<file path="config.mk">
export PLATFORM = sky130hd
export DESIGN_NAME = led_status_pattern_generator_core
export DESIGN_NICKNAME = d
export VERILOG_FILES = /design/src/rtl/lspg_pkg.sv /design/src/rtl/led_status_pattern_generator_core.sv
export SDC_FILE = /design/constraint.sdc
export NUM_CORES = 1
export LEC_CHECK = 0
export BUFFER_PORTS_ARGS = -buffer_cell sky130_fd_sc_hd__buf_2
export CAP_MARGIN = 20
export CORE_MARGIN = 4
export CORE_UTILIZATION = 25
export CTS_CLUSTER_SIZE = 8
export DETAILED_ROUTE_END_ITERATION = 8
export GPL_TIMING_DRIVEN = 0
export HOLD_SLACK_MARGIN = 0.06
export PLACE_DENSITY_LB_ADDON = 0.15
export SYNTH_ARGS = -nofsm -noshare
export SYNTH_HDL_FRONTEND = slang
export SYNTH_SLANG_ARGS = --single-unit
</file>
<file path="constraint.sdc">
create_clock -name clk -period 3.45 [get_ports clk]
set_input_delay 0.69 -clock clk [delete_from_list [all_inputs] [get_ports clk]]
set_output_delay 0.69 -clock clk [all_outputs]
set_load 0.02 [all_outputs]
</file>
<file path="src/rtl/lspg_pkg.sv">
// types and constants shared by the status led pattern generator
// no dependencies

package lspg_pkg;

	typedef struct packed {
		logic       tick;
		logic [2:0] mode;
	} item_t;

	typedef struct packed {
		logic led_lit;
		logic reset_request;
	} result_t;

	localparam int CFG_INDEX_W = 3;
	localparam int CFG_DATA_W  = 16;
	localparam int LEN_W       = 16;
	localparam int BLINK_W     = 4;

	// display modes
	localparam logic [2:0] MODE_HEARTBEAT = 3'd0;
	localparam logic [2:0] MODE_SLOW      = 3'd1;
	localparam logic [2:0] MODE_FAST      = 3'd2;
	localparam logic [2:0] MODE_SUCCESS   = 3'd3;
	localparam logic [2:0] MODE_ERROR     = 3'd4;

	// register indexes
	localparam logic [CFG_INDEX_W-1:0] REG_SHORT_PULSE     = 3'd0;
	localparam logic [CFG_INDEX_W-1:0] REG_HEARTBEAT_PAUSE = 3'd1;
	localparam logic [CFG_INDEX_W-1:0] REG_SLOW_HALF       = 3'd2;
	localparam logic [CFG_INDEX_W-1:0] REG_ERROR_PULSE     = 3'd3;
	localparam logic [CFG_INDEX_W-1:0] REG_ERROR_PAUSE     = 3'd4;
	localparam logic [CFG_INDEX_W-1:0] REG_SUCCESS_HOLD    = 3'd5;
	localparam logic [CFG_INDEX_W-1:0] REG_ERROR_BLINKS    = 3'd6;

	// register reset values
	localparam logic [LEN_W-1:0]   RST_SHORT_PULSE     = 16'd50;
	localparam logic [LEN_W-1:0]   RST_HEARTBEAT_PAUSE = 16'd850;
	localparam logic [LEN_W-1:0]   RST_SLOW_HALF       = 16'd500;
	localparam logic [LEN_W-1:0]   RST_ERROR_PULSE     = 16'd100;
	localparam logic [LEN_W-1:0]   RST_ERROR_PAUSE     = 16'd1000;
	localparam logic [LEN_W-1:0]   RST_SUCCESS_HOLD    = 16'd3000;
	localparam logic [BLINK_W-1:0] RST_ERROR_BLINKS    = 4'd3;

endpackage

</file>
<file path="src/rtl/led_status_pattern_generator_core.sv">
// status led pattern generator: heartbeat, blink, success and error patterns
// depends on lspg_pkg
// flow: an accepted item is held in the input register and its result is then
// registered in the output register; throughput: one item per cycle unless
// result_stall holds a waiting result, when the input register holds one more item
// reset: pattern state clears, registers take their default lengths, both
// pipeline stages empty

module led_status_pattern_generator_core #(
	parameter int TIMER_WIDTH = 16
) (
	input  logic                                clk,
	input  logic                                arst_n,
	input  logic                                item_valid,
	output logic                                item_stall,
	input  lspg_pkg::item_t                     item,
	output logic                                result_valid,
	input  logic                                result_stall,
	output lspg_pkg::result_t                   result,
	input  logic                                cfg_valid,
	output logic                                cfg_ready,
	input  logic [lspg_pkg::CFG_INDEX_W-1:0]    cfg_index,
	input  logic [lspg_pkg::CFG_DATA_W-1:0]     cfg_data
);

	localparam int LW    = lspg_pkg::LEN_W;
	localparam int BW    = lspg_pkg::BLINK_W;
	localparam int CMP_W = (TIMER_WIDTH > LW) ? TIMER_WIDTH : LW;

	// configuration registers
	logic [LW-1:0] short_pulse_q;
	logic [LW-1:0] heartbeat_pause_q;
	logic [LW-1:0] slow_half_q;
	logic [LW-1:0] error_pulse_q;
	logic [LW-1:0] error_pause_q;
	logic [LW-1:0] success_hold_q;
	logic [BW-1:0] error_blinks_q;

	// pattern state
	logic [1:0]             phase_q;
	logic [TIMER_WIDTH-1:0] elapsed_q;
	logic [BW-1:0]          blink_count_q;
	logic                   success_started_q;
	logic [TIMER_WIDTH-1:0] success_elapsed_q;

	// pipeline
	logic              valid_s1;
	lspg_pkg::item_t   item_s1;
	logic              out_valid_q;
	lspg_pkg::result_t result_q;

	logic advance;

	assign cfg_ready    = 1'b1;
	assign advance      = valid_s1 && (!out_valid_q || !result_stall);
	assign item_stall   = valid_s1 && !advance;
	assign result_valid = out_valid_q;
	assign result       = result_q;

	always_ff @(posedge clk or negedge arst_n) begin
		if (!arst_n) begin
			short_pulse_q     <= lspg_pkg::RST_SHORT_PULSE;
			heartbeat_pause_q <= lspg_pkg::RST_HEARTBEAT_PAUSE;
			slow_half_q       <= lspg_pkg::RST_SLOW_HALF;
			error_pulse_q     <= lspg_pkg::RST_ERROR_PULSE;
			error_pause_q     <= lspg_pkg::RST_ERROR_PAUSE;
			success_hold_q    <= lspg_pkg::RST_SUCCESS_HOLD;
			error_blinks_q    <= lspg_pkg::RST_ERROR_BLINKS;
		end else if (cfg_valid && cfg_ready) begin
			case (cfg_index)
				lspg_pkg::REG_SHORT_PULSE:     short_pulse_q     <= cfg_data;
				lspg_pkg::REG_HEARTBEAT_PAUSE: heartbeat_pause_q <= cfg_data;
				lspg_pkg::REG_SLOW_HALF:       slow_half_q       <= cfg_data;
				lspg_pkg::REG_ERROR_PULSE:     error_pulse_q     <= cfg_data;
				lspg_pkg::REG_ERROR_PAUSE:     error_pause_q     <= cfg_data;
				lspg_pkg::REG_SUCCESS_HOLD:    success_hold_q    <= cfg_data;
				lspg_pkg::REG_ERROR_BLINKS:    error_blinks_q    <= cfg_data[BW-1:0];
				default: ;
			endcase
		end
	end

	// next-state logic for the item held in the input register
	logic [TIMER_WIDTH-1:0] el;
	logic [TIMER_WIDTH-1:0] se;
	logic [LW-1:0]          seg_len;
	logic                   seg_en;
	logic                   seg_done;
	logic                   lit;
	logic                   req;
	logic [1:0]             phase_d;
	logic [TIMER_WIDTH-1:0] elapsed_d;
	logic [BW-1:0]          blink_d;
	logic                   started_d;
	logic [TIMER_WIDTH-1:0] success_d;

	always_comb begin
		el = elapsed_q;
		se = success_elapsed_q;
		if (item_s1.tick) begin
			if (elapsed_q != {TIMER_WIDTH{1'b1}})
				el = elapsed_q + 1'b1;
			if (success_started_q && (success_elapsed_q != {TIMER_WIDTH{1'b1}}))
				se = success_elapsed_q + 1'b1;
		end

		seg_len = short_pulse_q;
		seg_en  = 1'b0;
		lit     = 1'b0;
		case (item_s1.mode)
			lspg_pkg::MODE_HEARTBEAT: begin
				seg_en  = 1'b1;
				lit     = (phase_q inside {2'd0, 2'd2});
				seg_len = (phase_q == 2'd3) ? heartbeat_pause_q : short_pulse_q;
			end
			lspg_pkg::MODE_SLOW, lspg_pkg::MODE_FAST: begin
				seg_en  = 1'b1;
				lit     = (phase_q == 2'd0);
				seg_len = (item_s1.mode == lspg_pkg::MODE_SLOW) ? slow_half_q : short_pulse_q;
			end
			lspg_pkg::MODE_SUCCESS: begin
				lit = 1'b1;
			end
			lspg_pkg::MODE_ERROR: begin
				seg_en = 1'b1;
				if (blink_count_q < error_blinks_q) begin
					lit     = (phase_q == 2'd0);
					seg_len = error_pulse_q;
				end else begin
					seg_len = error_pause_q;
				end
			end
			default: ;
		endcase

		// zero-extend both sides so a length above the timer range is never reached
		seg_done = seg_en &&
			(CMP_W'(el) >= CMP_W'(seg_len));
		elapsed_d = seg_done ? '0 : el;

		phase_d   = phase_q;
		blink_d   = blink_count_q;
		started_d = success_started_q;
		success_d = se;
		req       = 1'b0;
		case (item_s1.mode)
			lspg_pkg::MODE_HEARTBEAT: begin
				if (seg_done)
					phase_d = phase_q + 2'd1;
			end
			lspg_pkg::MODE_SLOW, lspg_pkg::MODE_FAST: begin
				if (seg_done)
					phase_d = (phase_q == 2'd0) ? 2'd1 : 2'd0;
			end
			lspg_pkg::MODE_SUCCESS: begin
				if (!success_started_q) begin
					started_d = 1'b1;
					success_d = '0;
				end else begin
					req = (CMP_W'(se) >= CMP_W'(success_hold_q));
				end
			end
			lspg_pkg::MODE_ERROR: begin
				if (seg_done) begin
					if (blink_count_q < error_blinks_q) begin
						if (phase_q == 2'd0) begin
							phase_d = 2'd1;
							blink_d = blink_count_q + 1'b1;
						end else begin
							phase_d = 2'd0;
						end
					end else begin
						// pause over, phase kept
						blink_d = '0;
					end
				end
			end
			default: ;
		endcase
	end

	always_ff @(posedge clk or negedge arst_n) begin
		if (!arst_n) begin
			valid_s1          <= 1'b0;
			out_valid_q       <= 1'b0;
			phase_q           <= '0;
			elapsed_q         <= '0;
			blink_count_q     <= '0;
			success_started_q <= 1'b0;
			success_elapsed_q <= '0;
		end else begin
			if (item_valid && !item_stall)
				valid_s1 <= 1'b1;
			else if (advance)
				valid_s1 <= 1'b0;

			if (advance)
				out_valid_q <= 1'b1;
			else if (!result_stall)
				out_valid_q <= 1'b0;

			if (advance) begin
				phase_q           <= phase_d;
				elapsed_q         <= elapsed_d;
				blink_count_q     <= blink_d;
				success_started_q <= started_d;
				success_elapsed_q <= success_d;
			end
		end
	end

	always_ff @(posedge clk) begin
		if (item_valid && !item_stall)
			item_s1 <= item;
		if (advance) begin
			result_q.led_lit       <= lit;
			result_q.reset_request <= req;
		end
	end

endmodule
</file>
==> results of run 1 <==
## repair_timing
action,in CTS,in global routing
gates resized for setup,95,19
pin swaps,26,11
hold buffers,0,0
setup endpoints to repair,22,23
setup buffers,14,9
cloned,1,0
## metal layers
metal	wire, um	vias to the layer above	global-route usage (%)
li1	-	2992	-
met1	11400	3083	18.1
met2	11200	92	21.5
met3	814	27	2.98
met4	446	0	3.78
met5	0	-	0
## cell usage after synthesis (all sizes together), types with 5 or more instances
master  instances  share of area, %
a21o           10              0.90
a21oi          21               1.3
a31oi          11              0.90
and2            9              0.67
and3            5              0.37
buf            12              0.73
clkbuf         26               1.2
dfrtp         109                33
dfstp          32                10
edfxtp          6               2.2
ha             41               6.1
inv            29               1.3
mux2          105                14
mux2i          33               3.9
nand2          45               2.0
nand2b         11              0.82
nand3          17               1.0
nand4          14               1.0
nor2           32               1.4
nor3           11              0.72
o21ai          94               5.6
o22a           15               1.6
o31ai           7              0.63
xnor2          19               2.0
xor2           11               1.2
## metrics by stage
| step | instances | cell area [sq um] | TNS, ps | hold slack [ps] | setup WS [ps] |
|---|---|---|---|---|---|
| after floorplan | 780 | 8380 | 0 | 394 | 13.9 |
| after global placement | 1251 | 9080 | -94440 | 468 | -1110 |
| after detailed placement | 1252 | 9120 | -20320 | 479 | -1140 |
| after CTS | 1296 | 10200 | -1600 | 203 | -190 |
| after global routing | 1304 | 10300 | -5600 | 213 | -338 |
| final | 1304 | 10300 | -2470 | 187 | -207 |
## worst max-delay path, stage by stage (launching register included)
cell and delay [ps]:
dfstp_2 560, inv_2 50, ha_4 210, a21oi_4 160, o21ai_4 80, buf_6 130, buf_12 130, mux2i_1 120
o21ai_1 180, o21ai_2 120, ha_1 310, nand4_1 180, nor4_4 350, a311oi_4 170, a211o_4 390, o21bai_4 180
a22o_1 190
## final timing paths
check / from / to / depth (start not counted)
max in group asynchronous: arst_n / success_hold_q[7]$_DFFE_PN1P_ / 2
worst max-delay path: error_blinks_q[1]$_DFFE_PN1P_ / blink_count_q[1]$_DFFE_PN0P_ / 16
min in group clk: item[2] / item_s1[2]$_DFFE_PP_ / 1
worst max register to register: error_blinks_q[1]$_DFFE_PN1P_ / blink_count_q[1]$_DFFE_PN0P_ / 16
worst min register to register: valid_s1$_DFFE_PN0P_ / result_valid$_DFFE_PN0P_ / 1
worst min-delay path: arst_n / error_blinks_q[3]$_DFFE_PN0P_ / 1
## sequential cells by signal, indices dropped and copies added, names as in the netlist, 2 cells and up
register and flops:
heartbeat_pause_q 16, blink_count_q 4, item_s1 4, phase_q 2, short_pulse_q 16, result 2
slow_half_q 16, elapsed_q 16, error_pause_q 16, success_hold_q 16, error_blinks_q 4, error_pulse_q 16
success_elapsed_q 16
## cell type report
| type | count | area share, % |
|---|---|---|
| Timing Repair Buffer | 54 | 4.07 |
| Multi-Input combinational cell | 566 | 45.3 |
| Inverter | 29 | 1.06 |
| Clock buffer | 20 | 4.64 |
| Clock inverter | 12 | 1.30 |
| Sequential cell | 147 | 36.4 |
| Buffer | 34 | 1.88 |
| Tap cell | 442 | 5.36 |
## power groups by stage
stage | Clock [uW] | Combinational (uW) | Sequential [uW]
5_1_grt | 2070 | 1450 | 2380
4_1_cts | 2010 | 1270 | 2340
3_3_place_gp | 0 | 1110 | 2350
3_5_place_dp | 0 | 1140 | 2360
2_1_floorplan | 0 | 812 | 2280
6_report | 1950 | 1300 | 2340
## cell families (layout without fill, tap and decap cells)
family          after synthesis  count (layout)  synth area share, %
xor+xnor                     30              30                 3.14
buf+inv                      67             149                 3.20
compound gates              187             187                 14.1
flops                       147             147                 44.8
other cells                   1               1               0.0448
mux                         138             138                 18.1
fa+ha+maj                    41              41                 6.13
simple gates                169             169                 10.5
==> summary.md, run 1 <==
| Metric | Value |
|---|---|
| Status | `finished with violations` |
| Total CTS buffers | `17` |
| Area Overhead vs Synth | `23.1%` |
| Async SR Flop Fraction | `between 90 and 100%` |
| Critical path class | `flip-flop to flip-flop` |
| Max_cap viols | `0` |
| Routed Antenna Nets | `0` |
| Most frequent cells in the layout | `dfrtp_1, mux2_2, o21ai_0` |
| Setup repair after global routing missed its margin | `true` |
| Port bufs | `29` |
| Core ar. | `32800 sq um` |
| Slew Limit Fails | `0` |
| First-pass GRT wire length | `between 30000 and 40000 um` |
| P_sw | `about 1700 uW` |
| Final setup vio count | `21` |
| Data required time of the worst path | `~3800 ps` |
| Drc violations | `0` |
| P_leak | `0.00433 uW` |
| Multi-input gate area | `4680 sq um` |
| Final hold vios | `0` |
| EDFF count, synth | `6` |
| Net count, final | `~920` |
| Reg power frac | `around two fifths` |
| Transition time of the tightest slew-check pin | `roughly 830 ps` |
| Hpwl dp | `approximately 17000 um` |
| CTS tree | `built` |
| Worst clock skew | `between 15 and 20 ps` |
| Design Power | `5590 uW` |
| Syn Area/Cell | `~11 sq um` |
| # H-tree levels | `4` |
| Max clock buf depth | `2` |
| Final period utilization | `106%` |
| Top Ports | `33` |
| R2R Setup Slk | `-210 ps` |
| FF/Latch Area | `~3700 sq um` |
| Starting Density | `roughly a quarter` |
| Netlist cell types | `60` |
| Routed WL | `23900 um` |
| Switching part of the total power | `between 30 and 40%` |
| Worst EP arrival | `3970 ps` |
| Worst-Skew Late Latency | `between 400 and 500 ps` |
| CTS Sinks | `approximately 150` |
| Yosys reg bits | `147` |
| Combinational share of power | `23.3%` |
| Die width | `~190 um` |
| Crit start category | `flip-flop` |
| Initial antenna violation count | `0` |
| Cell Pwr Density | `between 500 and 600 nW/um^2` |
| Cell-internal power | `a little under 4000 uW` |
| Seq/Total Area, Yosys | `44.8%` |
| Clock share of power | `a little over a third` |
| RePlAce Congestion | `roughly 0.8` |
| Largest net degree at the start of global routing | `85` |
| GRT Resource Usage Total | `13.4%` |
| Vias | `around 6200` |
| Worst hold path class | `primary input to async pin` |
| Drt first pass iters | `4` |
| Row count | `66` |
| Final worst setup slack | `-207 ps` |
| Die Area | `36500 sq um` |
| Synth Flop Type | `dfrtp_1` |
| Mapped Nets | `849` |
| Worst slew margin | `around 44%` |
| Layout cells sized above 1 | `34.9%` |
| Post-Synthesis Cells | `780` |
| Top achievable clock speed | `between 200 and 300 MHz` |
| DR vias/cell | `4.75` |
| Violated checks | `negative setup slack` |
| Mapped cell area | `8370 sq um` |
| Most common cell after layout, fill and taps aside | `dfrtp_1` |
| Largest fanout on the critical path | `6` |
| Iter 0 DRT Violations | `around 310` |
| Routed len/inst | `approximately 18 um` |
| Period minus WS final | `between 3000 and 4000 ps` |
| Fin util | `31.5%` |
| Ant diodes | `0` |
| Filler cell count | `3380` |
| Crit. End Element | `flip-flop` |
| Max IR drop VDD | `approximately 320 uV` |
| Clock Tree Root | `clkbuf_16` |
| Number of global-route vias before repair | `6388` |
| Ys Warns | `0` |
| CTS clk-pin slew, worst paths | `around 70 ps` |
| Die extent in y | `about 190 um` |
| Grt ovf | `0` |
No activity file was read; power rests on OpenSTA's default activity.
==> run 2, diff against run 1 <==
--- a/config.mk
+++ b/config.mk
@@ -5,6 +5,7 @@
 export SDC_FILE = /design/constraint.sdc
 export NUM_CORES = 1
 export LEC_CHECK = 0
+export ABC_AREA = 1
 export BUFFER_PORTS_ARGS = -buffer_cell sky130_fd_sc_hd__buf_2
 export CAP_MARGIN = 20
 export CORE_MARGIN = 4
@@ -13,7 +14,7 @@
 export DETAILED_ROUTE_END_ITERATION = 8
 export GPL_TIMING_DRIVEN = 0
 export HOLD_SLACK_MARGIN = 0.06
-export PLACE_DENSITY_LB_ADDON = 0.15
+export PLACE_DENSITY = 0.51
 export SYNTH_ARGS = -nofsm -noshare
 export SYNTH_HDL_FRONTEND = slang
 export SYNTH_SLANG_ARGS = --single-unit
==> run 2 against run 1 <==
The flow now finishes without violations. Cell count increased by 30%. Hold slack better by 60 ps. Register-to-register slack better by 410 ps. Cell area fell by 0.96%. Wire length rose by 8.3%. Global-route usage rose by 0.13 points. Synthesized cell count increased by 50%. Largest cell class unchanged. Die area up 4.1%. Clock-buffer cell count grew 3. Clock power decreased by 6%. Sequential cell count is the same.
==> summary.md, run 2 <==
| Metric | Value |
|---|---|
| Critical path's largest stage delay | `between 400 and 500 ps` |
| Netlist cell types | `41` |
| Iter 0 DRT Violations | `545` |
| Most frequent CP cell | `nand2_1` |
| Top achievable clock speed | `between 300 and 400 MHz` |
| Vias | `slightly below 8000` |
| Design Power | `between 5000 and 6000 uW` |
| GRT met1 Usage | `about a fifth` |
| Number of global-route vias before repair | `~7200` |
| Die width | `about 190 um` |
| Final hold vios | `0` |
| Die extent in y | `between 150 and 200 um` |
| # H-tree levels | `4` |
| Critical-path top delay cell | `edfxtp_1` |
| Hold_ws | `approximately 250 ps` |
| Drt first pass iters | `6` |
| Most common cell after layout, fill and taps aside | `nand2_1` |
| Crit start category | `flip-flop` |
| Initial antenna violation count | `0` |
| Net count, final | `1299` |
| Max clock buf depth | `2` |
| Final period utilization | `between 90 and 100%` |
| Largest net degree at the start of global routing | `80` |
| CTS tree | `built` |
| DR vias/cell | `4.54` |
| RePlAce Congestion | `around 0.87` |
| Met2 usage | `approximately 22%` |
| Synth top area cells | `dfrtp_1, nand2_1, dfstp_2` |
| Worst slew margin | `between 50% and 60%` |
| Synth Flop Type | `dfrtp_1` |
| P_leak | `between 0.004 and 0.005 uW` |
| Post-Synthesis Cells | `around 1200` |
| Slew Limit Fails | `0` |
| Final setup vio count | `0` |
| Filler cell count | `~3800` |
| Routed WL | `between 20000 and 30000 um` |
| Row count | `~70` |
| Worst clock skew | `between 9 and 10 ps` |
| Mapped Nets | `around 1200` |
| Yosys reg bits | `147` |
| Top Usage Layer GRT | `met2` |
| Largest fanout on the critical path | `10` |
| CTS clk-pin slew, worst paths | `approximately 60 ps` |
| Port bufs | `31` |
| Transition time of the tightest slew-check pin | `around 630 ps` |
| GRT Resource Usage Total | `13.5%` |
| Crit. Startpoint | `item_s1[1]$_DFFE_PP_` |
| Crit. End Element | `flip-flop` |
| First-pass GRT wire length | `roughly 41000 um` |
| Status | `complete, no violations` |
| Worst r2r src | `item_s1[1]$_DFFE_PP_` |
| Ant diodes | `0` |
| Total CTS buffers | `17` |
| Top Ports | `33` |
| Die Area | `around 38000 sq um` |
| Synth top area share | `a little under a third` |
| Routed Antenna Nets | `0` |
| Starting Density | `between 20% and 30%` |
| Fin util | `a little under 30%` |
| GR met3 Demand/Resource | `under 10%` |
| Ys Warns | `0` |
| Routed len/inst | `~15 um` |
| Yosys top cell by area | `dfrtp_1` |
| Core ar. | `around 34000 sq um` |
| Drc violations | `0` |
| Mapped cell area | `between 8000 and 9000 sq um` |
| Most common cell in the synthesized netlist | `nand2_1` |
| Area Overhead vs Synth | `17.0%` |
| EDFF count, synth | `6` |
| Most instantiated cells after synthesis | `nand2_1, o21ai_0, inv_1, dfrtp_1, nand3_1` |
| Period minus WS final | `3240 ps` |
| Layout cells sized above 1 | `approximately 14%` |
| Data required time of the worst path | `3810 ps` |
| Max IR drop VDD | `270 uV` |
| Clock Tree Root | `clkbuf_16` |
| Syn Area/Cell | `7.47 sq um` |
| Worst hold path class | `primary input to async pin` |
| Critical path class | `flip-flop to flip-flop` |
| Worst-Skew Late Latency | `between 400 and 500 ps` |
| Async SR Flop Fraction | `between 90 and 100%` |
| Cell Pwr Density | `approximately 570 nW/um^2` |
| Setup repair after global routing missed its margin | `false` |
| Max_cap viols | `0` |
| CTS Sinks | `about 150` |
| Most frequent cells in the layout | `nand2_1, o21ai_0, inv_1` |
| CP Cell Sequence | `nor2_2 -> inv_1 -> nand2_2 -> inv_1 -> nor3_2 -> nand3_1 -> o21ai_1 -> ha_1 -> nand2_1 -> nor2_1 -> and2_1 -> nor2_1 -> nand2_1 -> nand2_1 -> nand2_4 -> nand2_8 -> buf_6 -> nand3_1 -> nand2_1` |
| Hpwl dp | `around 19000 um` |
| Seq/Total Area, Yosys | `~43%` |
| Grt ovf | `0` |
| Worst EP arrival | `~3600 ps` |
==> run 2: per-layer routing <==
metal  up-vias  routed length (um)
met1      3663               12500
met2       143               12000
li1       3868                   -
met5         -                   0
met4         0                 564
met3        27                 754
==> run 2: power by group <==
part	switching, uW	internal (uW)
registers	285	2130
logic	970	591
clock network	760	1070
total	2010	3790
==> run 2: kinds of logic after synthesis <==
group	Yosys count	synth area share, %
other	1	0.0429
XOR/XNOR	9	1.07
flip-flops	147	42.9
AO/OA/AOI/OAI	187	11.0
buffers and inverters	165	7.84
adder cells (fa/ha/maj)	41	5.87
AND/OR/NAND/NOR	619	31.3
==> run 2: layout make-up <==
class                      instances  area [sq um]  area share [%]
tap                              455           569            5.57
clock inverter                     8          75.1           0.735
multi-input combinational        857          4370            42.7
clock buffer                      23           489            4.79
timing repair buffer              42           262            2.56
buffer                            43           244            2.39
inverter                         122           459            4.50
sequential                       147          3750            36.7
==> run 2: worst paths after layout <==
| check | end | slack, ps | depth (start not counted) |
|---|---|---|---|
| setup / recovery | elapsed_q[12]$_DFFE_PN0P_ | 210 | 19 |
| hold / removal | elapsed_q[10]$_DFFE_PN0P_ | 250 | 1 |
| setup reg to reg | elapsed_q[12]$_DFFE_PN0P_ | 210 | 19 |
| hold reg to reg | result_valid$_DFFE_PN0P_ | 470 | 2 |
| max in group asynchronous | error_pulse_q[2]$_DFFE_PN1P_ | 2340 | 2 |
| min in group clk | item_s1[1]$_DFFE_PP_ | 440 | 1 |
==> run 2: repair_timing <==
item	4_1_cts	5_1_grt
resized for setup	9	20
gates cloned	0	1
setup endpoints to repair	16	22
setup buffers	4	5
hold buffers	0	0
pin swaps	2	4
==> run 2: stage by stage <==
stage / setup TNS, ps / cells / setup WS [ps] / instance area, sq um
2_1_floorplan: 0 / 1169 / 525 / 8730
4_1_cts: 0 / 1691 / 19.2 / 10100
3_5_place_dp: -1900 / 1656 / -217 / 9490
3_3_place_gp: -62730 / 1655 / -570 / 9460
5_1_grt: 0 / 1697 / 3.02 / 10200
6_report: 0 / 1697 / 207 / 10200
==> run 2: critical path: cells and delay by family (launching register included) <==
family | cells | cell delay (ps)
AND/OR/NAND/NOR | 14 | 1700
AO/OA/AOI/OAI | 1 | 180
buffers and inverters | 3 | 500
flip-flops | 1 | 490
adder cells (fa/ha/maj) | 1 | 300
